$ cat src/rtl/core/tgas_pkg.sv
// Shared types and constants for the tile grid aspect selector.
// No dependencies; imported by tgas_ctrl, tgas_dp and the top level.
package tgas_pkg;

  localparam int unsigned IMG_W   = 16;  // image height/width
  localparam int unsigned TOK_W   = 14;  // token bound registers
  localparam int unsigned BLK_W   = 13;  // block height/width
  localparam int unsigned OUT_W   = 19;  // target height/width
  localparam int unsigned GRID_W  = 7;   // grid columns/rows
  localparam int unsigned CFG_IDX_W = 2;

  // tokens per tile is 256: quotient is the top bits of the token count
  localparam int unsigned TOK_SHIFT = 8;

  localparam logic [TOK_W-1:0] MIN_TOKENS_RST = 14'd512;
  localparam logic [TOK_W-1:0] MAX_TOKENS_RST = 14'd3328;
  localparam logic [BLK_W-1:0] BLOCK_H_RST    = 13'd448;
  localparam logic [BLK_W-1:0] BLOCK_W_RST    = 13'd448;

  typedef enum logic [CFG_IDX_W-1:0] {
    CFG_MIN_TOKENS   = 2'd0,
    CFG_MAX_TOKENS   = 2'd1,
    CFG_BLOCK_HEIGHT = 2'd2,
    CFG_BLOCK_WIDTH  = 2'd3
  } cfg_idx_e;

  typedef enum logic [3:0] {
    ST_IDLE   = 4'b0001,
    ST_PREP   = 4'b0010,
    ST_SCAN   = 4'b0100,
    ST_FINISH = 4'b1000
  } state_e;

  // controller -> datapath
  typedef struct packed {
    logic load;    // capture image size
    logic prep;    // derive tile bounds, area, tie threshold; reset best
    logic scan;    // advance candidate scanner
    logic finish;  // form and present result
  } dp_cmd_t;

  // datapath -> controller
  typedef struct packed {
    logic scan_idle;  // all candidates issued and evaluated
  } dp_status_t;

endpackage

$ cat src/rtl/core/tgas_ctrl.sv
// Sequencer for the tile grid aspect selector.
// Depends on tgas_pkg; drives tgas_dp through dp_cmd_t / dp_status_t.
module tgas_ctrl
  import tgas_pkg::*;
(
  input  logic       clk_i,
  input  logic       rst_ni,
  input  logic       start_i,
  input  dp_status_t status_i,
  output dp_cmd_t    cmd_o,
  output logic       busy_o
);

  state_e state_q, state_d;

  always_comb begin
    state_d = state_q;
    cmd_o   = '0;
    case (state_q)
      ST_IDLE: begin
        if (start_i) begin
          cmd_o.load = 1'b1;
          state_d    = ST_PREP;
        end
      end
      ST_PREP: begin
        cmd_o.prep = 1'b1;
        state_d    = ST_SCAN;
      end
      ST_SCAN: begin
        cmd_o.scan = 1'b1;
        if (status_i.scan_idle) begin
          state_d = ST_FINISH;
        end
      end
      ST_FINISH: begin
        cmd_o.finish = 1'b1;
        state_d      = ST_IDLE;
      end
      default: begin
        state_d = ST_IDLE;
      end
    endcase
  end

  always_ff @(posedge clk_i or negedge rst_ni) begin
    if (!rst_ni) begin
      state_q <= ST_IDLE;
    end else begin
      state_q <= state_d;
    end
  end

  assign busy_o = (state_q != ST_IDLE);

`ifndef NO_ASSERTIONS
  a_finish_to_idle: assert property (@(posedge clk_i) disable iff (!rst_ni)
    state_q == ST_FINISH |=> state_q == ST_IDLE)
    else $error("finish not followed by idle");

  a_start_leaves_idle: assert property (@(posedge clk_i) disable iff (!rst_ni)
    (state_q == ST_IDLE && start_i) |=> state_q == ST_PREP)
    else $error("accepted start did not enter prep");

  a_busy_after_load: assert property (@(posedge clk_i) disable iff (!rst_ni)
    cmd_o.load |=> busy_o)
    else $error("busy low after load");
`endif

endmodule

$ cat src/rtl/core/tgas_dp.sv
// Datapath: candidate grid scanner, 3-stage ratio compare pipeline, result regs.
// Depends on tgas_pkg; commanded by tgas_ctrl.
module tgas_dp
  import tgas_pkg::*;
#(
  parameter int unsigned MAX_TILES = 16
) (
  input  logic              clk_i,
  input  logic              rst_ni,
  input  dp_cmd_t           cmd_i,
  output dp_status_t        status_o,
  input  logic [IMG_W-1:0]  image_height_i,
  input  logic [IMG_W-1:0]  image_width_i,
  input  logic [TOK_W-1:0]  min_tokens_i,
  input  logic [TOK_W-1:0]  max_tokens_i,
  input  logic [BLK_W-1:0]  block_height_i,
  input  logic [BLK_W-1:0]  block_width_i,
  output logic              result_valid_o,
  output logic [OUT_W-1:0]  target_height_o,
  output logic [OUT_W-1:0]  target_width_o,
  output logic [GRID_W-1:0] grid_columns_o,
  output logic [GRID_W-1:0] grid_rows_o
);

  localparam int unsigned CW   = $clog2(MAX_TILES + 1);  // tile count width
  localparam int unsigned PW   = 2 * CW;                 // c*r
  localparam int unsigned DW   = IMG_W + CW;             // w*r, c*h, distance
  localparam int unsigned LW   = DW + CW;                // cross products
  localparam int unsigned HW   = 2 * BLK_W - 1;          // half block area
  localparam int unsigned TW   = HW + CW;                // tie threshold
  localparam int unsigned AW   = 2 * IMG_W;              // image area
  localparam int unsigned CMPW = (TW > AW) ? TW : AW;
  localparam int unsigned TGW  = CW + BLK_W;

  // tiles = max(1, tokens/256 - 1), saturated
  function automatic logic [GRID_W-1:0] tiles_of(input logic [TOK_W-1:0] tok);
    logic [TOK_W-TOK_SHIFT-1:0] q;
    logic [GRID_W-1:0]          t;
    q = tok[TOK_W-1:TOK_SHIFT];
    t = (q > 1) ? GRID_W'(q) - GRID_W'(1) : GRID_W'(1);
    if (t > GRID_W'(MAX_TILES)) begin
      t = GRID_W'(MAX_TILES);
    end
    return t;
  endfunction

  // per-item
  logic [IMG_W-1:0] h_q, w_q;
  logic [AW-1:0]    area_q;
  logic [HW-1:0]    half_q;
  logic [CW-1:0]    hi_q;

  // scanner
  logic [CW-1:0] n_q, c_q, r_q;
  logic          done_q;
  logic [PW-1:0] prod;
  logic          over, hit;

  // pipeline
  logic          s1_v_q, s2_v_q;
  logic [DW-1:0] s1_wr_q, s1_ch_q;
  logic [CW-1:0] s1_c_q, s1_r_q, s2_c_q, s2_r_q;
  logic [TW-1:0] s1_thr_q, s2_thr_q;
  logic [DW-1:0] s2_d_q;

  // best so far
  logic          have_q;
  logic [CW-1:0] best_c_q, best_r_q;
  logic [DW-1:0] best_d_q;
  logic [LW-1:0] lhs, rhs;
  logic          take;

  logic [GRID_W-1:0] lo_t, hi_t;
  logic [TGW-1:0]    tgt_h, tgt_w;

  assign lo_t = tiles_of(min_tokens_i);
  assign hi_t = tiles_of(max_tokens_i);

  always_ff @(posedge clk_i) begin
    if (cmd_i.load) begin
      h_q <= image_height_i;
      w_q <= image_width_i;
    end
    if (cmd_i.prep) begin
      area_q <= AW'(h_q) * AW'(w_q);
      half_q <= HW'((2 * HW + 1)'(block_height_i) * (2 * HW + 1)'(block_width_i) >> 1);
      hi_q   <= CW'(hi_t);
    end
  end

  // scanner: c ascends, r trails as floor(n/c) by decrementing while c*r > n
  assign prod = PW'(c_q) * PW'(r_q);
  assign over = prod > PW'(n_q);
  assign hit  = prod == PW'(n_q);

  always_ff @(posedge clk_i or negedge rst_ni) begin
    if (!rst_ni) begin
      done_q <= 1'b1;
      s1_v_q <= 1'b0;
      s2_v_q <= 1'b0;
    end else begin
      s1_v_q <= 1'b0;
      s2_v_q <= s1_v_q;
      if (cmd_i.prep) begin
        done_q <= (lo_t > hi_t);
      end else if (cmd_i.scan && !done_q && !over) begin
        s1_v_q <= hit;
        if (c_q == n_q && n_q == hi_q) begin
          done_q <= 1'b1;
        end
      end
    end
  end

  always_ff @(posedge clk_i) begin
    if (cmd_i.prep) begin
      n_q <= CW'(lo_t);
      c_q <= CW'(1);
      r_q <= CW'(lo_t);
    end else if (cmd_i.scan && !done_q) begin
      if (over) begin
        r_q <= r_q - CW'(1);
      end else if (c_q == n_q) begin
        n_q <= n_q + CW'(1);
        c_q <= CW'(1);
        r_q <= n_q + CW'(1);
      end else begin
        c_q <= c_q + CW'(1);
      end
    end
  end

  // stage 1: products; stage 2: distance
  always_ff @(posedge clk_i) begin
    s1_wr_q  <= DW'(w_q) * DW'(r_q);
    s1_ch_q  <= DW'(c_q) * DW'(h_q);
    s1_c_q   <= c_q;
    s1_r_q   <= r_q;
    s1_thr_q <= TW'(half_q) * TW'(n_q);
    s2_d_q   <= (s1_wr_q > s1_ch_q) ? s1_wr_q - s1_ch_q : s1_ch_q - s1_wr_q;
    s2_c_q   <= s1_c_q;
    s2_r_q   <= s1_r_q;
    s2_thr_q <= s1_thr_q;
  end

  // stage 3: d/r vs best_d/best_r by cross multiplication
  assign lhs  = LW'(s2_d_q) * LW'(best_r_q);
  assign rhs  = LW'(best_d_q) * LW'(s2_r_q);
  assign take = !have_q || (lhs < rhs) ||
                ((lhs == rhs) && (CMPW'(area_q) > CMPW'(s2_thr_q)));

  always_ff @(posedge clk_i or negedge rst_ni) begin
    if (!rst_ni) begin
      have_q <= 1'b0;
    end else if (cmd_i.prep) begin
      have_q <= 1'b0;
    end else if (s2_v_q) begin
      have_q <= 1'b1;
    end
  end

  always_ff @(posedge clk_i) begin
    if (cmd_i.prep) begin
      best_c_q <= CW'(1);
      best_r_q <= CW'(1);
      best_d_q <= '0;
    end else if (s2_v_q && take) begin
      best_c_q <= s2_c_q;
      best_r_q <= s2_r_q;
      best_d_q <= s2_d_q;
    end
  end

  assign status_o.scan_idle = done_q && !s1_v_q && !s2_v_q;

  // result
  assign tgt_h = TGW'(best_r_q) * TGW'(block_height_i);
  assign tgt_w = TGW'(best_c_q) * TGW'(block_width_i);

  always_ff @(posedge clk_i or negedge rst_ni) begin
    if (!rst_ni) begin
      result_valid_o <= 1'b0;
    end else begin
      result_valid_o <= cmd_i.finish;
    end
  end

  always_ff @(posedge clk_i) begin
    if (cmd_i.finish) begin
      target_height_o <= OUT_W'(tgt_h);
      target_width_o  <= OUT_W'(tgt_w);
      grid_columns_o  <= GRID_W'(best_c_q);
      grid_rows_o     <= GRID_W'(best_r_q);
    end
  end

`ifndef NO_ASSERTIONS
  a_single_strobe: assert property (@(posedge clk_i) disable iff (!rst_ni)
    result_valid_o |=> !result_valid_o)
    else $error("result strobe longer than one cycle");

  a_scan_bounds: assert property (@(posedge clk_i) disable iff (!rst_ni)
    (cmd_i.scan && !done_q) |-> (r_q != '0 && c_q != '0 && c_q <= n_q && n_q <= hi_q))
    else $error("scanner out of range");

  a_best_nonzero: assert property (@(posedge clk_i) disable iff (!rst_ni)
    have_q |-> (best_c_q != '0 && best_r_q != '0))
    else $error("kept grid has zero dimension");
`endif

endmodule

$ cat src/rtl/core/tile_grid_aspect_selector.sv
// Top level of the tile grid aspect selector: config registers and wiring.
// Depends on tgas_pkg, tgas_ctrl and tgas_dp.

// An item (image_height_i, image_width_i) is transferred on a rising edge with
// start_i high and busy_o low. The block then scans every tile grid whose tile
// count lies between the bounds derived from min_tokens and max_tokens, in
// ascending count and then ascending columns, and keeps the grid whose
// columns/rows ratio is nearest the image's width/height (exact integer
// cross-multiplication; ties go to the later grid when the image area exceeds
// half a block area times the tile count). One result is presented for exactly
// one cycle with result_valid_o high; the receiver cannot stall it. Sequence:
// the transfer edge loads the image, the prep state derives the tile bounds,
// then the scanner steps through each (count, columns) pair and each rows
// decrement, the compare pipeline drains and the finish state registers the
// result; result_valid_o rises as busy_o drops, and the next image can
// transfer at the edge that ends the result cycle. The default bounds give
// 1..12 tiles. The scanner loop is the limit: one candidate enters the
// compare pipeline per cycle at most, and no new image is taken while busy_o
// is high. An empty range (min tiles above max tiles) skips the scan and
// returns the 1x1 grid.
// Config: cfg_ready_o is always high; index 0 min_tokens, 1 max_tokens,
// 2 block_height, 3 block_width (low 13 bits of cfg_data_i). Write only while
// busy_o is low.
module tile_grid_aspect_selector
  import tgas_pkg::*;
#(
  parameter int unsigned MAX_TILES = 16
) (
  input  logic                 clk_i,
  input  logic                 rst_ni,
  input  logic                 start_i,
  output logic                 busy_o,
  input  logic [IMG_W-1:0]     image_height_i,
  input  logic [IMG_W-1:0]     image_width_i,
  input  logic                 cfg_valid_i,
  output logic                 cfg_ready_o,
  input  logic [CFG_IDX_W-1:0] cfg_index_i,
  input  logic [TOK_W-1:0]     cfg_data_i,
  output logic                 result_valid_o,
  output logic [OUT_W-1:0]     target_height_o,
  output logic [OUT_W-1:0]     target_width_o,
  output logic [GRID_W-1:0]    grid_columns_o,
  output logic [GRID_W-1:0]    grid_rows_o
);

  logic [TOK_W-1:0] min_tokens_q, max_tokens_q;
  logic [BLK_W-1:0] block_height_q, block_width_q;

  dp_cmd_t    cmd;
  dp_status_t status;

  // config transfers are always taken
  assign cfg_ready_o = 1'b1;

  always_ff @(posedge clk_i or negedge rst_ni) begin
    if (!rst_ni) begin
      min_tokens_q   <= MIN_TOKENS_RST;
      max_tokens_q   <= MAX_TOKENS_RST;
      block_height_q <= BLOCK_H_RST;
      block_width_q  <= BLOCK_W_RST;
    end else if (cfg_valid_i && cfg_ready_o) begin
      case (cfg_idx_e'(cfg_index_i))
        CFG_MIN_TOKENS:   min_tokens_q   <= cfg_data_i;
        CFG_MAX_TOKENS:   max_tokens_q   <= cfg_data_i;
        CFG_BLOCK_HEIGHT: block_height_q <= cfg_data_i[BLK_W-1:0];
        CFG_BLOCK_WIDTH:  block_width_q  <= cfg_data_i[BLK_W-1:0];
        default: begin
        end
      endcase
    end
  end

  // sequencer: idle -> prep -> scan (until drained) -> finish
  tgas_ctrl u_ctrl (
    .clk_i    (clk_i),
    .rst_ni   (rst_ni),
    .start_i  (start_i),
    .status_i (status),
    .cmd_o    (cmd),
    .busy_o   (busy_o)
  );

  // scanner, compare pipeline and result registers
  tgas_dp #(
    .MAX_TILES (MAX_TILES)
  ) u_dp (
    .clk_i           (clk_i),
    .rst_ni          (rst_ni),
    .cmd_i           (cmd),
    .status_o        (status),
    .image_height_i  (image_height_i),
    .image_width_i   (image_width_i),
    .min_tokens_i    (min_tokens_q),
    .max_tokens_i    (max_tokens_q),
    .block_height_i  (block_height_q),
    .block_width_i   (block_width_q),
    .result_valid_o  (result_valid_o),
    .target_height_o (target_height_o),
    .target_width_o  (target_width_o),
    .grid_columns_o  (grid_columns_o),
    .grid_rows_o     (grid_rows_o)
  );

endmodule

$ cat config.mk
export PLATFORM = sky130hd
export DESIGN_NAME = tile_grid_aspect_selector
export DESIGN_NICKNAME = d
export VERILOG_FILES = /design/src/rtl/core/tgas_pkg.sv /design/src/rtl/core/tgas_ctrl.sv /design/src/rtl/core/tgas_dp.sv /design/src/rtl/core/tile_grid_aspect_selector.sv
export SDC_FILE = /design/constraint.sdc
export NUM_CORES = 2
export LEC_CHECK = 0
export BUFFER_PORTS_ARGS = -buffer_cell sky130_fd_sc_hd__buf_2
export CORE_ASPECT_RATIO = 0.9
export CORE_MARGIN = 2
export CORE_UTILIZATION = 59
export CTS_BUF_LIST = sky130_fd_sc_hd__clkbuf_16
export DETAILED_ROUTE_END_ITERATION = 8
export PLACE_DENSITY = 0.87
export SLEW_MARGIN = 20
export SYNTH_ARGS = -nofsm -noshare
export SYNTH_HDL_FRONTEND = slang
export SYNTH_HIERARCHICAL = 1
export SYNTH_SLANG_ARGS = --single-unit
$ cat constraint.sdc
create_clock -name clk_i -period 8.5 [get_ports clk_i]
set_input_delay 0.425 -clock clk_i [delete_from_list [all_inputs] [get_ports clk_i]]
set_output_delay 0.425 -clock clk_i [all_outputs]
set_load 0.05 [all_outputs]
==> impl_metrics.yaml <==
worst_setup_path:
  crit-reg2reg-launch: "u_dp/s2_r_q[2]$_DFF_P_"
  rrSetupSlack_ns: 0.60
  arrival_ns: 8.38
  cpMaxStageDelayCell: "dfxtp_1"
  r2r_cells: 26
  path_class: "reg2reg"
  critical_path_required_ns: 8.98
  critPathMaxStageDelay_ns: 0.75
  regToRegEndpoint: "u_dp/best_r_q[1]$_SDFFE_PP0P_"
  end_kind: "flip-flop"
  critPathMaxFanout: 33
  critPathLaunchType: "flip-flop"
synthesis:
  netlist_area_mm2: 0.0474
  synth_cells: 5064
  syn_area_per_cell_um2: 9.35
  yosys_warnings: 6
sta:
  setup_viol: 0
  max_freq_mhz: 127
  worst_pin_slew_ns: 1.15
  rsz0062_at_grt: "no"
  fin_worst_skew_ns: 0.0466
  hold_ws_ns: 0.0421
  layout_min_cycle_time_ns: 7.90
  maxSlewHeadroom_pct: 23.5
  hold_viol: 0
  period_share_pct: 92.9
  fin_setup_tns_ns: 0
  drv_slew: 0
floorplanning:
  fp.dieH_um: 273
  ios: 107
  initial_core_util_pct: 59.6
  core_mm2: 0.0795
  rows: 98
  die-area_mm2: 0.0825
  die_width_um: 303
route:
  wl_met2_mm: 49.2
  wl_per_cell_um: 17.2
  vias: 35012
  dr.pass1.iters: 8
  wl_mm: 106
  via_per_inst: 5.70
  drtIter0Drc: 2752
  wl_met1_mm: 44.8
  met3_length_mm: 8.49
  drc: 0
  top_layer: "met5"
  drtAntennaViolNets: 0
layout:
  final_area_mm2: 0.0502
  layout_commonest_cell: "inv_1"
  layout_common_cells: "inv_1 (878), fa_1 (659), nand2_1 (642)"
  fill_cells: 5980
  multiInputGateArea_mm2: 0.0341
  antennaDiodeCount: 0
  seq_area_mm2: 0.00928
  fin_nets: 6290
  areaGrowthSynthToFinish_pct: 6.10
  drive_gt1_share_pct: 5.42
global_route:
  grt_usage_pct: 26.4
  grt_max_degree: 81
  grt_remaining_overflow: 0
  grt_pass1_vias: 36807
  grt_pass1_wl_mm: 179
  grt_antenna_before_repair: 2
cts:
  clk_path_buf_depth: 3
  numCtsBuffers: 43
  cts_sinks: 376
  root_buffer: "clkbuf_16"
  cts-htree-levels: 2
  clock_latency_ns: 0.61
  tritoncts: "done"
  cts_hold_buf: 23
  cts_setup_buffers: 0
  cts_resized: 0
  clk_pin_slew_ns: 0.07
place:
  placement.cell_area_mm2: 0.0486
  place_hpwl_mm: 80.7
  portBuffers: 99
  gp_congestion: 0.913
worst_hold_path:
  worstHoldEndpoint: "u_dp/h_q[11]$_DFFE_PP_"
  hold_path_class: "in2reg"
  holdPathStages: 1
  hold_path_startpoint: "image_height_i[11]"
run:
  drv_cap: 0
status:
  status: "complete, no violations"
==> flip-flops by register name, summed over array words and instances, names as in the netlist, 16 cells and up <==
signal,cells
u_dp/area_q,32
u_dp/best_d_q,21
u_dp/h_q,16
u_dp/half_q,25
u_dp/s1_ch_q,21
u_dp/s1_thr_q,30
u_dp/s1_wr_q,21
u_dp/s2_d_q,21
u_dp/s2_thr_q,30
u_dp/target_height_o,18
u_dp/target_width_o,18
u_dp/w_q,16
==> final cells by class <==
cell class	instances	area share (%)
clock inverter	36	0.640
inverter	869	6.49
timing repair buffer	144	1.80
multi-input combinational	3620	67.8
sequential	376	18.5
tap	1050	2.61
clock buffer	44	2.19
==> stage by stage <==
| stage | util (%) | worst slack (ns) | std cells |
|---|---|---|---|
| after floorplan | - | 0.233 | 5072 |
| after global routing | 63.2 | 0.199 | 6139 |
| final | 63.2 | 0.601 | 6139 |
| after global placement | 61.1 | 0.841 | 6036 |
| after CTS | 63.2 | 0.618 | 6139 |
| after detailed placement | 61.1 | 0.712 | 6036 |
==> how the worst max path moves through the flow <==
stage                                       start                            end  slack, ns
floorplan           u_ctrl/state_q[1]$_DFFE_PN0P_          u_dp/r_q[0]$_DFFE_PP_       0.23
global placement           u_dp/s2_r_q[2]$_DFF_P_  u_dp/best_r_q[2]$_SDFFE_PP0P_       0.84
detailed placement         u_dp/s2_r_q[2]$_DFF_P_  u_dp/best_r_q[1]$_SDFFE_PP0P_       0.71
CTS                        u_dp/s2_r_q[2]$_DFF_P_  u_dp/best_r_q[1]$_SDFFE_PP0P_       0.62
global route               u_dp/s2_r_q[2]$_DFF_P_  u_dp/best_d_q[7]$_SDFFE_PP0P_       0.20
finish                     u_dp/s2_r_q[2]$_DFF_P_  u_dp/best_r_q[1]$_SDFFE_PP0P_       0.60
==> metal layers <==
metal	vias to the layer above	GRT usage [%]
li1	15964	-
met4	4	9.01
met5	-	0
met3	263	4.46
met1	17341	35.8
met2	1440	43.2
==> worst max-delay path: cells and delay by family (launching register included) <==
| family | cells | cell delay [ns] |
|---|---|---|
| AOI/OAI and AO/OA | 10 | 2.32 |
| xor gates and xnor gates | 1 | 0.09 |
| and+or+nand+nor | 6 | 1.92 |
| muxes | 1 | 0.26 |
| DFF | 1 | 0.75 |
| adders and majority gates | 5 | 2.01 |
| buffers and inverters | 3 | 0.36 |
Power is not shown: default switching activity piles up to over one toggle a cycle in this logic, so the estimate is an artifact.
